[src/rtl/mst_pkg.sv]
// Shared types and constants for the spanning tree engine.
`timescale 1ns / 1ps
package mst_pkg;

   localparam int NODE_W    = 4;
   localparam int WEIGHT_W  = 16;
   localparam int TOTAL_W   = 20;
   localparam int MAX_NODES = 1 << NODE_W;
   localparam int MAX_EDGES = 32;
   localparam int EDGE_AW   = $clog2(MAX_EDGES);
   localparam int COUNT_W   = $clog2(MAX_EDGES + 1);
   localparam int EDGE_W    = 1 + 2 * NODE_W + WEIGHT_W;

   localparam logic [TOTAL_W-1:0] TOTAL_MAX = {TOTAL_W{1'b1}};

   // Operation codes of an input transaction.
   localparam logic [1:0] OP_ADD   = 2'd0;
   localparam logic [1:0] OP_RUN   = 2'd1;
   localparam logic [1:0] OP_CLEAR = 2'd2;

   // Command kinds passed from the front to the back.
   localparam logic [1:0] CMD_ADD   = 2'd0;
   localparam logic [1:0] CMD_RUN   = 2'd1;
   localparam logic [1:0] CMD_CLEAR = 2'd2;

   typedef struct packed {
      logic [1:0]          operation;
      logic [NODE_W-1:0]   from_node;
      logic [NODE_W-1:0]   to_node;
      logic [WEIGHT_W-1:0] weight;
      logic                both_ways;
   } req_type;

   typedef struct packed {
      logic [NODE_W-1:0]   parent_node;
      logic [NODE_W-1:0]   child_node;
      logic [WEIGHT_W-1:0] edge_weight;
      logic [TOTAL_W-1:0]  total_weight;
      logic                edge_valid;
      logic                store_overflowed;
      logic                last;
   } rsp_type;

   typedef struct packed {
      logic                both_ways;
      logic [NODE_W-1:0]   from_node;
      logic [NODE_W-1:0]   to_node;
      logic [WEIGHT_W-1:0] weight;
   } edge_type;

   typedef struct packed {
      logic [1:0] kind;
      edge_type   edge_data;
   } cmd_type;

   // Field order gives the tie break: weight, then child, then parent.
   typedef struct packed {
      logic [WEIGHT_W-1:0] weight;
      logic [NODE_W-1:0]   child;
      logic [NODE_W-1:0]   parent;
   } key_type;

   typedef struct packed {
      logic               busy;
      logic [COUNT_W-1:0] edge_count;
   } status_type;

endpackage

[src/rtl/mst_ram.sv]
// Generic single write port RAM with a registered read port.
`timescale 1ns / 1ps
module mst_ram #(
   parameter int WIDTH = 8,
   parameter int DEPTH = 32
) (
   input  logic                     clock,
   input  logic                     wr_en,
   input  logic [$clog2(DEPTH)-1:0] wr_addr,
   input  logic [WIDTH-1:0]         wr_data,
   input  logic                     rd_en,
   input  logic [$clog2(DEPTH)-1:0] rd_addr,
   output logic [WIDTH-1:0]         rd_data
);

   logic [WIDTH-1:0] mem_ff [DEPTH];
   logic [WIDTH-1:0] rd_data_ff;

   always_ff @(posedge clock) begin
      if (wr_en) begin
         mem_ff[wr_addr] <= wr_data;
      end
      if (rd_en) begin
         rd_data_ff <= mem_ff[rd_addr];
      end
   end

   assign rd_data = rd_data_ff;

endmodule

[src/rtl/mst_front.sv]
// Front end: accepts input transactions, classifies them and queues commands.
`timescale 1ns / 1ps
module mst_front
   import mst_pkg::*;
(
   input  logic    clock,
   input  logic    reset,
   input  logic    push,
   output logic    full,
   input  req_type req_data,
   output logic    cmd_valid,
   output cmd_type cmd,
   input  logic    cmd_pop
);

   cmd_type    q_ff [2];
   cmd_type    q_in;
   logic       wr_ptr_ff, wr_ptr_in;
   logic       rd_ptr_ff, rd_ptr_in;
   logic [1:0] cnt_ff, cnt_in;
   logic       accept, enq, deq, known;

   assign full   = (cnt_ff == 2'd2);
   assign accept = push && !full;
   assign deq    = cmd_pop && (cnt_ff != 2'd0);

   always_comb begin
      q_in.edge_data.both_ways = req_data.both_ways;
      q_in.edge_data.from_node = req_data.from_node;
      q_in.edge_data.to_node   = req_data.to_node;
      q_in.edge_data.weight    = req_data.weight;
      known = 1'b1;
      unique case (req_data.operation)
         OP_ADD:   q_in.kind = CMD_ADD;
         OP_RUN:   q_in.kind = CMD_RUN;
         OP_CLEAR: q_in.kind = CMD_CLEAR;
         default: begin
            // The unused code is taken and dropped here.
            q_in.kind = CMD_CLEAR;
            known     = 1'b0;
         end
      endcase
   end

   assign enq       = accept && known;
   assign wr_ptr_in = enq ? !wr_ptr_ff : wr_ptr_ff;
   assign rd_ptr_in = deq ? !rd_ptr_ff : rd_ptr_ff;
   assign cnt_in    = cnt_ff + {1'b0, enq} - {1'b0, deq};

   always_ff @(posedge clock) begin
      if (reset) begin
         wr_ptr_ff <= 1'b0;
         rd_ptr_ff <= 1'b0;
         cnt_ff    <= 2'd0;
      end else begin
         wr_ptr_ff <= wr_ptr_in;
         rd_ptr_ff <= rd_ptr_in;
         cnt_ff    <= cnt_in;
      end
      if (enq) begin
         q_ff[wr_ptr_ff] <= q_in;
      end
   end

   assign cmd_valid = (cnt_ff != 2'd0);
   assign cmd       = q_ff[rd_ptr_ff];

endmodule

[src/rtl/mst_back.sv]
// Back end: edge store control, tree growth sweeps and the result register.
`timescale 1ns / 1ps
module mst_back
   import mst_pkg::*;
(
   input  logic       clock,
   input  logic       reset,
   input  logic       cmd_valid,
   input  cmd_type    cmd,
   output logic       cmd_pop,
   output logic       empty,
   input  logic       pop,
   output rsp_type    rsp_data,
   output status_type status
);

   localparam logic [1:0] ST_IDLE   = 2'd0;
   localparam logic [1:0] ST_SWEEP  = 2'd1;
   localparam logic [1:0] ST_DECIDE = 2'd2;

   logic [1:0]           state_ff, state_in;
   logic [COUNT_W-1:0]   ptr_ff, ptr_in;
   logic [COUNT_W-1:0]   count_ff, count_in;
   logic                 rdv_ff, rdv_in;
   logic                 ovf_ff, ovf_in;
   logic [MAX_NODES-1:0] visited_ff, visited_in;
   key_type              best_ff, best_in;
   logic                 best_valid_ff, best_valid_in;
   rsp_type              pend_ff, pend_in;
   logic                 pend_valid_ff, pend_valid_in;
   logic [TOTAL_W-1:0]   total_ff, total_in;
   rsp_type              out_ff, out_in;
   logic                 out_valid_ff, out_valid_in;

   logic               we, issue, out_free;
   logic [EDGE_W-1:0]  rd_word;
   edge_type           edge_rd;
   logic               offer_fwd, offer_rev, cand_valid;
   key_type            cand;
   logic [TOTAL_W:0]   sum_wide;
   logic [TOTAL_W-1:0] sum_sat;

   mst_ram #(
      .WIDTH(EDGE_W),
      .DEPTH(MAX_EDGES)
   ) u_store (
      .clock   (clock),
      .wr_en   (we),
      .wr_addr (count_ff[EDGE_AW-1:0]),
      .wr_data (cmd.edge_data),
      .rd_en   (issue),
      .rd_addr (ptr_ff[EDGE_AW-1:0]),
      .rd_data (rd_word)
   );

   assign edge_rd = edge_type'(rd_word);

   // At most one direction of an edge can cross the visited boundary.
   assign offer_fwd  = visited_ff[edge_rd.from_node] && !visited_ff[edge_rd.to_node];
   assign offer_rev  = edge_rd.both_ways && visited_ff[edge_rd.to_node]
                       && !visited_ff[edge_rd.from_node];
   assign cand_valid = offer_fwd || offer_rev;
   assign cand = offer_fwd ? key_type'{edge_rd.weight, edge_rd.to_node, edge_rd.from_node}
                           : key_type'{edge_rd.weight, edge_rd.from_node, edge_rd.to_node};

   assign sum_wide = {1'b0, total_ff} + (TOTAL_W + 1)'(best_ff.weight);
   assign sum_sat  = sum_wide[TOTAL_W] ? TOTAL_MAX : sum_wide[TOTAL_W-1:0];
   assign out_free = !out_valid_ff || pop;

   always_comb begin
      state_in      = state_ff;
      ptr_in        = ptr_ff;
      count_in      = count_ff;
      ovf_in        = ovf_ff;
      visited_in    = visited_ff;
      best_in       = best_ff;
      best_valid_in = best_valid_ff;
      pend_in       = pend_ff;
      pend_valid_in = pend_valid_ff;
      total_in      = total_ff;
      out_in        = out_ff;
      out_valid_in  = out_valid_ff;
      cmd_pop       = 1'b0;
      we            = 1'b0;
      issue         = 1'b0;

      if (out_valid_ff && pop) begin
         out_valid_in = 1'b0;
      end

      unique case (state_ff)
         ST_IDLE: begin
            if (cmd_valid) begin
               cmd_pop = 1'b1;
               unique case (cmd.kind)
                  CMD_ADD: begin
                     if (count_ff == COUNT_W'(MAX_EDGES)) begin
                        ovf_in = 1'b1;
                     end else begin
                        we       = 1'b1;
                        count_in = count_ff + 1'b1;
                     end
                  end
                  CMD_RUN: begin
                     visited_in    = MAX_NODES'(1);
                     total_in      = '0;
                     pend_valid_in = 1'b0;
                     best_valid_in = 1'b0;
                     ptr_in        = '0;
                     state_in      = ST_SWEEP;
                  end
                  CMD_CLEAR: begin
                     count_in = '0;
                     ovf_in   = 1'b0;
                  end
                  default: ;
               endcase
            end
         end
         ST_SWEEP: begin
            if (ptr_ff < count_ff) begin
               issue  = 1'b1;
               ptr_in = ptr_ff + 1'b1;
            end
            if (rdv_ff && cand_valid && (!best_valid_ff || cand < best_ff)) begin
               best_in       = cand;
               best_valid_in = 1'b1;
            end
            if (ptr_ff == count_ff && !rdv_ff) begin
               state_in = ST_DECIDE;
            end
         end
         ST_DECIDE: begin
            // A found edge is held back until the next sweep shows whether it is the last.
            if (best_valid_ff) begin
               if (!pend_valid_ff || out_free) begin
                  if (pend_valid_ff) begin
                     out_in       = pend_ff;
                     out_valid_in = 1'b1;
                  end
                  pend_in       = '{best_ff.parent, best_ff.child, best_ff.weight,
                                    sum_sat, 1'b1, ovf_ff, 1'b0};
                  pend_valid_in = 1'b1;
                  total_in      = sum_sat;
                  visited_in    = visited_ff | (MAX_NODES'(1) << best_ff.child);
                  best_valid_in = 1'b0;
                  ptr_in        = '0;
                  state_in      = ST_SWEEP;
               end
            end else if (out_free) begin
               if (pend_valid_ff) begin
                  out_in      = pend_ff;
                  out_in.last = 1'b1;
               end else begin
                  out_in = '{'0, '0, '0, '0, 1'b0, ovf_ff, 1'b1};
               end
               out_valid_in  = 1'b1;
               pend_valid_in = 1'b0;
               state_in      = ST_IDLE;
            end
         end
         default: state_in = ST_IDLE;
      endcase
   end

   assign rdv_in = issue;

   always_ff @(posedge clock) begin
      if (reset) begin
         state_ff      <= ST_IDLE;
         ptr_ff        <= '0;
         count_ff      <= '0;
         rdv_ff        <= 1'b0;
         ovf_ff        <= 1'b0;
         visited_ff    <= '0;
         best_valid_ff <= 1'b0;
         pend_valid_ff <= 1'b0;
         total_ff      <= '0;
         out_valid_ff  <= 1'b0;
      end else begin
         state_ff      <= state_in;
         ptr_ff        <= ptr_in;
         count_ff      <= count_in;
         rdv_ff        <= rdv_in;
         ovf_ff        <= ovf_in;
         visited_ff    <= visited_in;
         best_valid_ff <= best_valid_in;
         pend_valid_ff <= pend_valid_in;
         total_ff      <= total_in;
         out_valid_ff  <= out_valid_in;
      end
      best_ff <= best_in;
      pend_ff <= pend_in;
      out_ff  <= out_in;
   end

   assign empty             = !out_valid_ff;
   assign rsp_data          = out_ff;
   assign status.busy       = (state_ff != ST_IDLE);
   assign status.edge_count = count_ff;

endmodule

[src/rtl/prim_minimum_spanning_tree.sv]
// Top level of the spanning tree engine: front queue, back engine and checks.
// Add and clear transactions are taken one per cycle while no run is in progress.
// A run sweeps the E stored edges once per tree edge and once more to find none, through the
// single read port of the edge store.
// Input stalls while a run is in progress once the two-entry command queue fills.
// Synchronous active-high reset empties the queue and result register and clears count and flag;
// edge store contents are not cleared.
`timescale 1ns / 1ps
module prim_minimum_spanning_tree
   import mst_pkg::*;
(
   input  logic    clock,
   input  logic    reset,
   input  logic    push,
   output logic    full,
   input  req_type req_data,
   output logic    empty,
   input  logic    pop,
   output rsp_type rsp_data
);

   logic       cmd_valid, cmd_pop;
   cmd_type    cmd;
   status_type status;

   mst_front u_front (
      .clock     (clock),
      .reset     (reset),
      .push      (push),
      .full      (full),
      .req_data  (req_data),
      .cmd_valid (cmd_valid),
      .cmd       (cmd),
      .cmd_pop   (cmd_pop)
   );

   mst_back u_back (
      .clock     (clock),
      .reset     (reset),
      .cmd_valid (cmd_valid),
      .cmd       (cmd),
      .cmd_pop   (cmd_pop),
      .empty     (empty),
      .pop       (pop),
      .rsp_data  (rsp_data),
      .status    (status)
   );

   a_count_bound: assert property (@(posedge clock) disable iff (reset)
      status.edge_count <= COUNT_W'(MAX_EDGES))
      else $error("edge count beyond store capacity");

   a_lone_result: assert property (@(posedge clock) disable iff (reset)
      (!empty && !rsp_data.edge_valid) |-> (rsp_data.last && rsp_data.total_weight == '0))
      else $error("result without a tree edge is not a lone final result");

   a_root_not_child: assert property (@(posedge clock) disable iff (reset)
      (!empty && rsp_data.edge_valid) |-> (rsp_data.child_node != '0))
      else $error("root node reported as a newly visited node");

   a_pop_only_busy_idle: assert property (@(posedge clock) disable iff (reset)
      cmd_pop |-> (cmd_valid && !status.busy))
      else $error("command taken while a run is in progress");

endmodule

[config.mk]
export PLATFORM = sky130hd
export DESIGN_NAME = prim_minimum_spanning_tree
export DESIGN_NICKNAME = d
export VERILOG_FILES = /design/src/rtl/mst_pkg.sv /design/src/rtl/mst_ram.sv /design/src/rtl/mst_front.sv /design/src/rtl/mst_back.sv /design/src/rtl/prim_minimum_spanning_tree.sv
export SDC_FILE = /design/constraint.sdc
export NUM_CORES = 1
export LEC_CHECK = 0
export ABC_AREA = 0
export BUFFER_PORTS_ARGS = -buffer_cell sky130_fd_sc_hd__buf_2
export CAP_MARGIN = 20
export CORE_ASPECT_RATIO = 0.5
export CORE_MARGIN = 4
export CORE_UTILIZATION = 60
export CTS_BUF_LIST = sky130_fd_sc_hd__clkbuf_8
export DETAILED_ROUTE_END_ITERATION = 10
export GPL_TIMING_DRIVEN = 0
export PLACE_DENSITY = 0.8
export SYNTH_ARGS = -nofsm -noshare
export SYNTH_HDL_FRONTEND = slang
export SYNTH_SLANG_ARGS = --single-unit
[constraint.sdc]
create_clock -name clock -period 9.4 [get_ports clock]
set_input_delay 0.94 -clock clock [delete_from_list [all_inputs] [get_ports clock]]
set_output_delay 0.94 -clock clock [all_outputs]
set_load 0.02 [all_outputs]
== Yosys cells after proc, flatten, opt, wreduce, memory -nomap -nowiden ==
Memories as Yosys holds them, arrays and structs flattened. A register that Yosys moved wholly into a read port is not among the register bits.
Index checks and enable logic that the tools add are counted.
Storage, ports and cells
  output and inout bits: 49
  input port bits: 31
  bits in registers: 175
  bits in writable memories: 854
  memories kept: 2
Operators by class
  multiplexer cells: 70
  equality and inequality tests: 22
  bitwise gates (word level): 1
  shift-type cells: 1
  reductions and logical operators: 42
  order comparisons: 4
  add/subtract/negate cells: 5
Memories
  u_back.u_store.mem_ff: depth 32, width 25, rd ports 1, clocked after memory_dff 1, write ports 1, line mst_ram.sv:16  | logic [WIDTH-1:0] mem_ff [DEPTH];
  u_front.q_ff: depth 2, width 27, rd ports 1, clocked after memory_dff 1, write ports 1, line mst_front.sv:16  | cmd_type q_ff [2];
Operators by type and width (number)
  two-way mux 47 bit: 5
  two-way mux 20 bit: 5
  two-way mux 16 bit: 4
  case mux 20 bit (2 select lines): 1
  two-way mux 6 bit: 6
  two-way mux 1 bit: 32
  case mux 16 bit (2 select lines): 1
  < comparator 24 bit: 1
  adder 20 x 16 -> 21 bit: 1
  case mux 6 bit (3 select lines): 1
  OR 16 bit: 1
  AND reduction 4 bit: 4
  << shifter 1 x 4 -> 16 bit (first input constant): 1
  AND reduction 5 bit: 3
  adder 6 x 1 -> 6 bit (second input constant): 2
  two-way mux 2 bit: 6
  inequality test 2 x 1 -> 1 bit (second input constant): 6
  case mux 6 bit (2 select lines): 1
  logical AND 1 bit: 10
  < comparator 4 x 5 -> 1 bit (second input constant): 2
  inequality test 2 bit (second input constant): 5
  logical NOT 1 bit: 9
  binary-select mux 1 bit (select 4 bit): 2
  equality test 2 bit (second input constant): 4
  21 further kinds: 32

== Longest topological paths before layout ==
  depth after elaboration: 10
  gate-level depth with buffers: 15

== By module ==
A second synthesis with hierarchy kept.
Unflattened totals
  cells, all modules: 2595
  area, all modules: 42507.0 um^2
By module, submodules not included
  mst_ram: sequential area each 24773.8 um^2, times used 1, cells each 1778, area each 32077.0 um^2
  mst_back: sequential area each 4584.4 um^2, times used 1, cells each 704, area each 8202.9 um^2
  mst_front: sequential area each 1721.7 um^2, times used 1, cells each 113, area each 2227.1 um^2

== Worst setup path before layout ==
Ideal clock, no wire load.
  path type: input-to-reg
  start point: input pop
  end point: register u_back.ptr_ff[5]
  path slack: 4.392 ns
  setup time: 0.129 ns
  buffers on the path: 0
  arrival: 4.879 ns
  stages: 8
  path through: nor2b_1 -> a21oi_1 -> o21ai_1 -> o2bb2ai_1 -> and4_1 -> nand3_1 -> xor2_1 -> nor2_1
On the way
  cells in the longest elaborated chain, start to end: 4
RTL lines
  from (decl): line prim_minimum_spanning_tree.sv:18  | input logic pop,
  logical OR 1 bit: line mst_back.sv:68  | assign out_free = !out_valid_ff || pop;
  logical OR 1 bit: line mst_back.sv:136  | if (!pend_valid_ff || out_free) begin
  inequality test 2 x 1 -> 1 bit (no source line)
  AND reduction 6 bit (no source line)
  to (signal assigned): line mst_back.sv:182  | ptr_ff <= ptr_in;
  to (decl): line mst_back.sv:22  | logic [COUNT_W-1:0] ptr_ff, ptr_in;
No other way between the ends.
A chain may end at the register's enable or synchronous reset.

==> impl_metrics.yaml <==
run_status:
  outcome: "complete, no violations"
logic_synthesis:
  syn-num-nets: 2116
  ys_ff_latch: 1055
  postSynthAreaPerCell_um2: 20.44
  yosys.area.top_type: "edfxtp_1"
  synth_flop_cell: "edfxtp_1"
  synth_top_area_share_pct: 72.07
  synthArstFlopShare_pct: 0
  yosysWarningCount: 0
  yosysMostFrequentCell: "edfxtp_1"
  syn_area_um2: 41460
  synth_edf_count: 995
  synth_area_leaders: "edfxtp_1 72%, mux4_2 14%, dfxtp_1 2.9%, ha_1 1.7%, mux2_2 1.6%"
  synth_common_cells: "995 x edfxtp_1, 258 x mux4_2, 101 x nor2_1"
  synth.yosys.seq_area_share_pct: 74.97
  synthCells: 2028
  synth.distinct_cells: 60
cells_and_area:
  multiInputGateArea_um2: 10070
  nFillCells: 3754
  drive_gt1_share_pct: 27.73
  stdcell_area_um2: 47030
  regArea_um2: 31080
  syn_to_final_growth_pct: 13.44
  instances_no_fill: 3315
  num-nets-final: 2394
floorplan:
  fp.dieH_um: 193.9
  rows: 67
  core-area_um2: 67650
  die_x_um: 379.7
  initial_core_util_pct: 61.28
  dieArea_um2: 73620
  io_pins: 80
grt:
  grt_max_degree: 36
  use_met3_pct: 8.705
  antenna_found_initial: 5
  grt-ovfl-total: 0
  grt_pass1_vias: 22025
  met2_usage_pct: 42.34
  gr-usage-met1_pct: 38.50
  grt_pass1_wl_um: 148500
  grtUsageTotal_pct: 27.84
  grt_busiest_layer: "met2"
job:
  max-cap-violations: 0
critical_path:
  cp_slowest_cell: "mux4_2"
  end_kind: "flip-flop"
  required_ns: 9.87
  crit_family: "multiplexers"
  critPathArrivalTime_ns: 5.50
  crit_type: "reg -> reg"
  cpPeakStageDelay_ns: 0.59
  start_kind: "flip-flop"
  path_buf_inv: 3
  reg2reg_slack_ns: 4.37
  worst-path-max-fanout: 16
  path_cells: "clkbuf_1 > mux4_2 > mux4_2 > nor2b_4 > buf_6 > mux2_2 > ha_1 > a21oi_1 > nor2b_1 > o21ai_0 > a31oi_1 > nor2_1 > o21ai_0 > o31a_1 > nor3b_4 > buf_8"
drt:
  vias: 22195
  avgViaCountPerCell: 6.695
  routed_wirelength_um: 103600
  dr.first_iter.drc_count: 3738
  drc_errors: 0
  wl_per_cell_um: 31.26
  dr.pass1.iters: 5
  drt.antenna.violating_nets: 0
timing:
  slew_headroom_pct: 12.94
  setup_violations: 0
  hold_viol_final: 0
  post-route-period-util_pct: 53.50
  clock.fmax_mhz: 198.8
  tns_ns: 0
  setup_ws_ns: 4.371
  tightest_slew_ns: 1.306
  fin_skew_ns: 0.05094
  rsz0062_at_grt: "false"
  fin_crit_ns: 5.029
  maxSlewViolCount: 0
  hold_slack_ns: 0.3482
clocking:
  cts_buffer_depth: 3
  cts.sinks: 1055
  clock_insertion_delay_worst_skew_ns: 0.79
  cts.clk_slew.worst_paths_ns: 0.07
  cts_buffers: 141
  cts_resized: 0
  post_cts_buffers: 0
  cts_root_buffer: "clkbuf_8"
  cts_max_level: 4
  hold_buffers: 0
  cts_tree: "yes"
placement:
  dpl_cell_area_um2: 44230
  dpl.hpwl_um: 65310
  pre_cts_slack_ns: 4.434
  place_congestion: 0.8635
  dp.cells: 3044
  portBuffers: 79
power_and_ir_drop:
  ir_drop_v: 0.0001274
  p_leak_nw: 15.00
  powerDensity_nw_per_um2: 213.3
min_path:
  min_path_type: "in -> reg"
cell families (layout without fill, tap and decap cells):
family | after synthesis | in the layout | share of synthesized area, %
AOI/OAI and AO/OA | 155 | 155 | 2.357
buffers and inverters | 151 | 539 | 1.406
adders and majority gates | 57 | 57 | 1.738
DFF | 1055 | 1055 | 74.97
other | 0 | 2 | 0
xor gates and xnor gates | 22 | 22 | 0.4648
and+or+nand+nor | 258 | 258 | 3.039
muxes | 330 | 330 | 16.03
per-stage QoR:
| step | util (%) | power (mW) |
|---|---|---|
| after CTS | 69.15 | 10.01 |
| final | 69.52 | 10.03 |
| after global placement | 63.52 | 6.759 |
| after detailed placement | 65.38 | 6.850 |
| after global routing | 69.51 | 10.37 |
| after floorplan | - | 6.414 |
registers in the layout, summed over array words and instances (netlist names), 2 cells and up, named ones only:
signal and flops:
u_back.state_ff 2, u_back.rsp_data 47, u_front.q_ff 54, u_back.best_ff 24
u_back.count_ff 6, u_back.u_store.mem_ff 800, u_back.ptr_ff 6, u_front.cnt_ff 2
u_back.total_ff 20, u_back.u_store.rd_data 25, u_back.visited_ff 16, u_back.pend_ff 45
layer usage:
layer | up-vias | routed length (um)
li1 | 8836 | -
met1 | 11188 | 36700
met2 | 1847 | 48450
met3 | 318 | 14400
met4 | 6 | 4022
met5 | - | 39
path summary, 6_finish.rpt:
kind | endpoint | cells after the start | startpoint
worst max-delay path | u_back.best_ff[18]$_DFFE_PP_ | 16 | u_back.u_store.rd_data[16]$_DFFE_PP_
worst min-delay path | u_front.q_ff[0][1]$_DFFE_PP_ | 1 | req_data[2]
worst min register to register | u_back.pend_ff[45]$_DFFE_PP_ | 0 | u_back.best_ff[2]$_DFFE_PP_
worst max register to register | u_back.best_ff[18]$_DFFE_PP_ | 16 | u_back.u_store.rd_data[16]$_DFFE_PP_
layout make-up:
type	instances	area share, %
clock inverter	106	1.120
tap	897	2.386
multi-input combinational	822	21.41
clock buffer	147	4.302
antenna	2	0.01064
sequential	1055	66.09
inverter	61	0.4869
buffer	90	0.7529
timing repair buffer	135	3.448
power by group:
group	total, mW	internal, mW	switching [mW]
combinational	1.15	0.341	0.810
sequential	5.64	5.60	0.0394
clock	3.24	1.52	1.72
placed cells by master (no fill, tap or decap), types with 7 or more instances in the layout:
cell / count
nor3_1: 8
xor2_1: 7
buf_8: 19
a22o_1: 7
edfxtp_1: 995
a21o_1: 13
mux2i_1: 9
nor2_4: 33
mux2_2: 60
buf_16: 29
ha_1: 56
nand2_1: 43
mux4_2: 258
clkbuf_8: 147
buf_2: 80
nand4_1: 8
clkinv_2: 15
a21oi_1: 46
nor2b_1: 58
clkbuf_1: 64
a31oi_1: 7
nor2_1: 68
o21ai_0: 38
nand3_1: 11
buf_1: 23
clkinv_1: 36
xnor2_1: 15
inv_1: 104
dfxtp_1: 60
worst register-to-register path, delay by kind of cell (launching register included):
kind | cells | cell delay [ns]
AND/OR/NAND/NOR | 4 | 0.80
multiplexers | 3 | 1.51
AO/OA/AOI/OAI | 5 | 1.00
flip-flops | 1 | 0.33
adder cells (fa/ha/maj) | 1 | 0.29
buffers and inverters | 3 | 0.78
(Power assumes the default switching activity.)
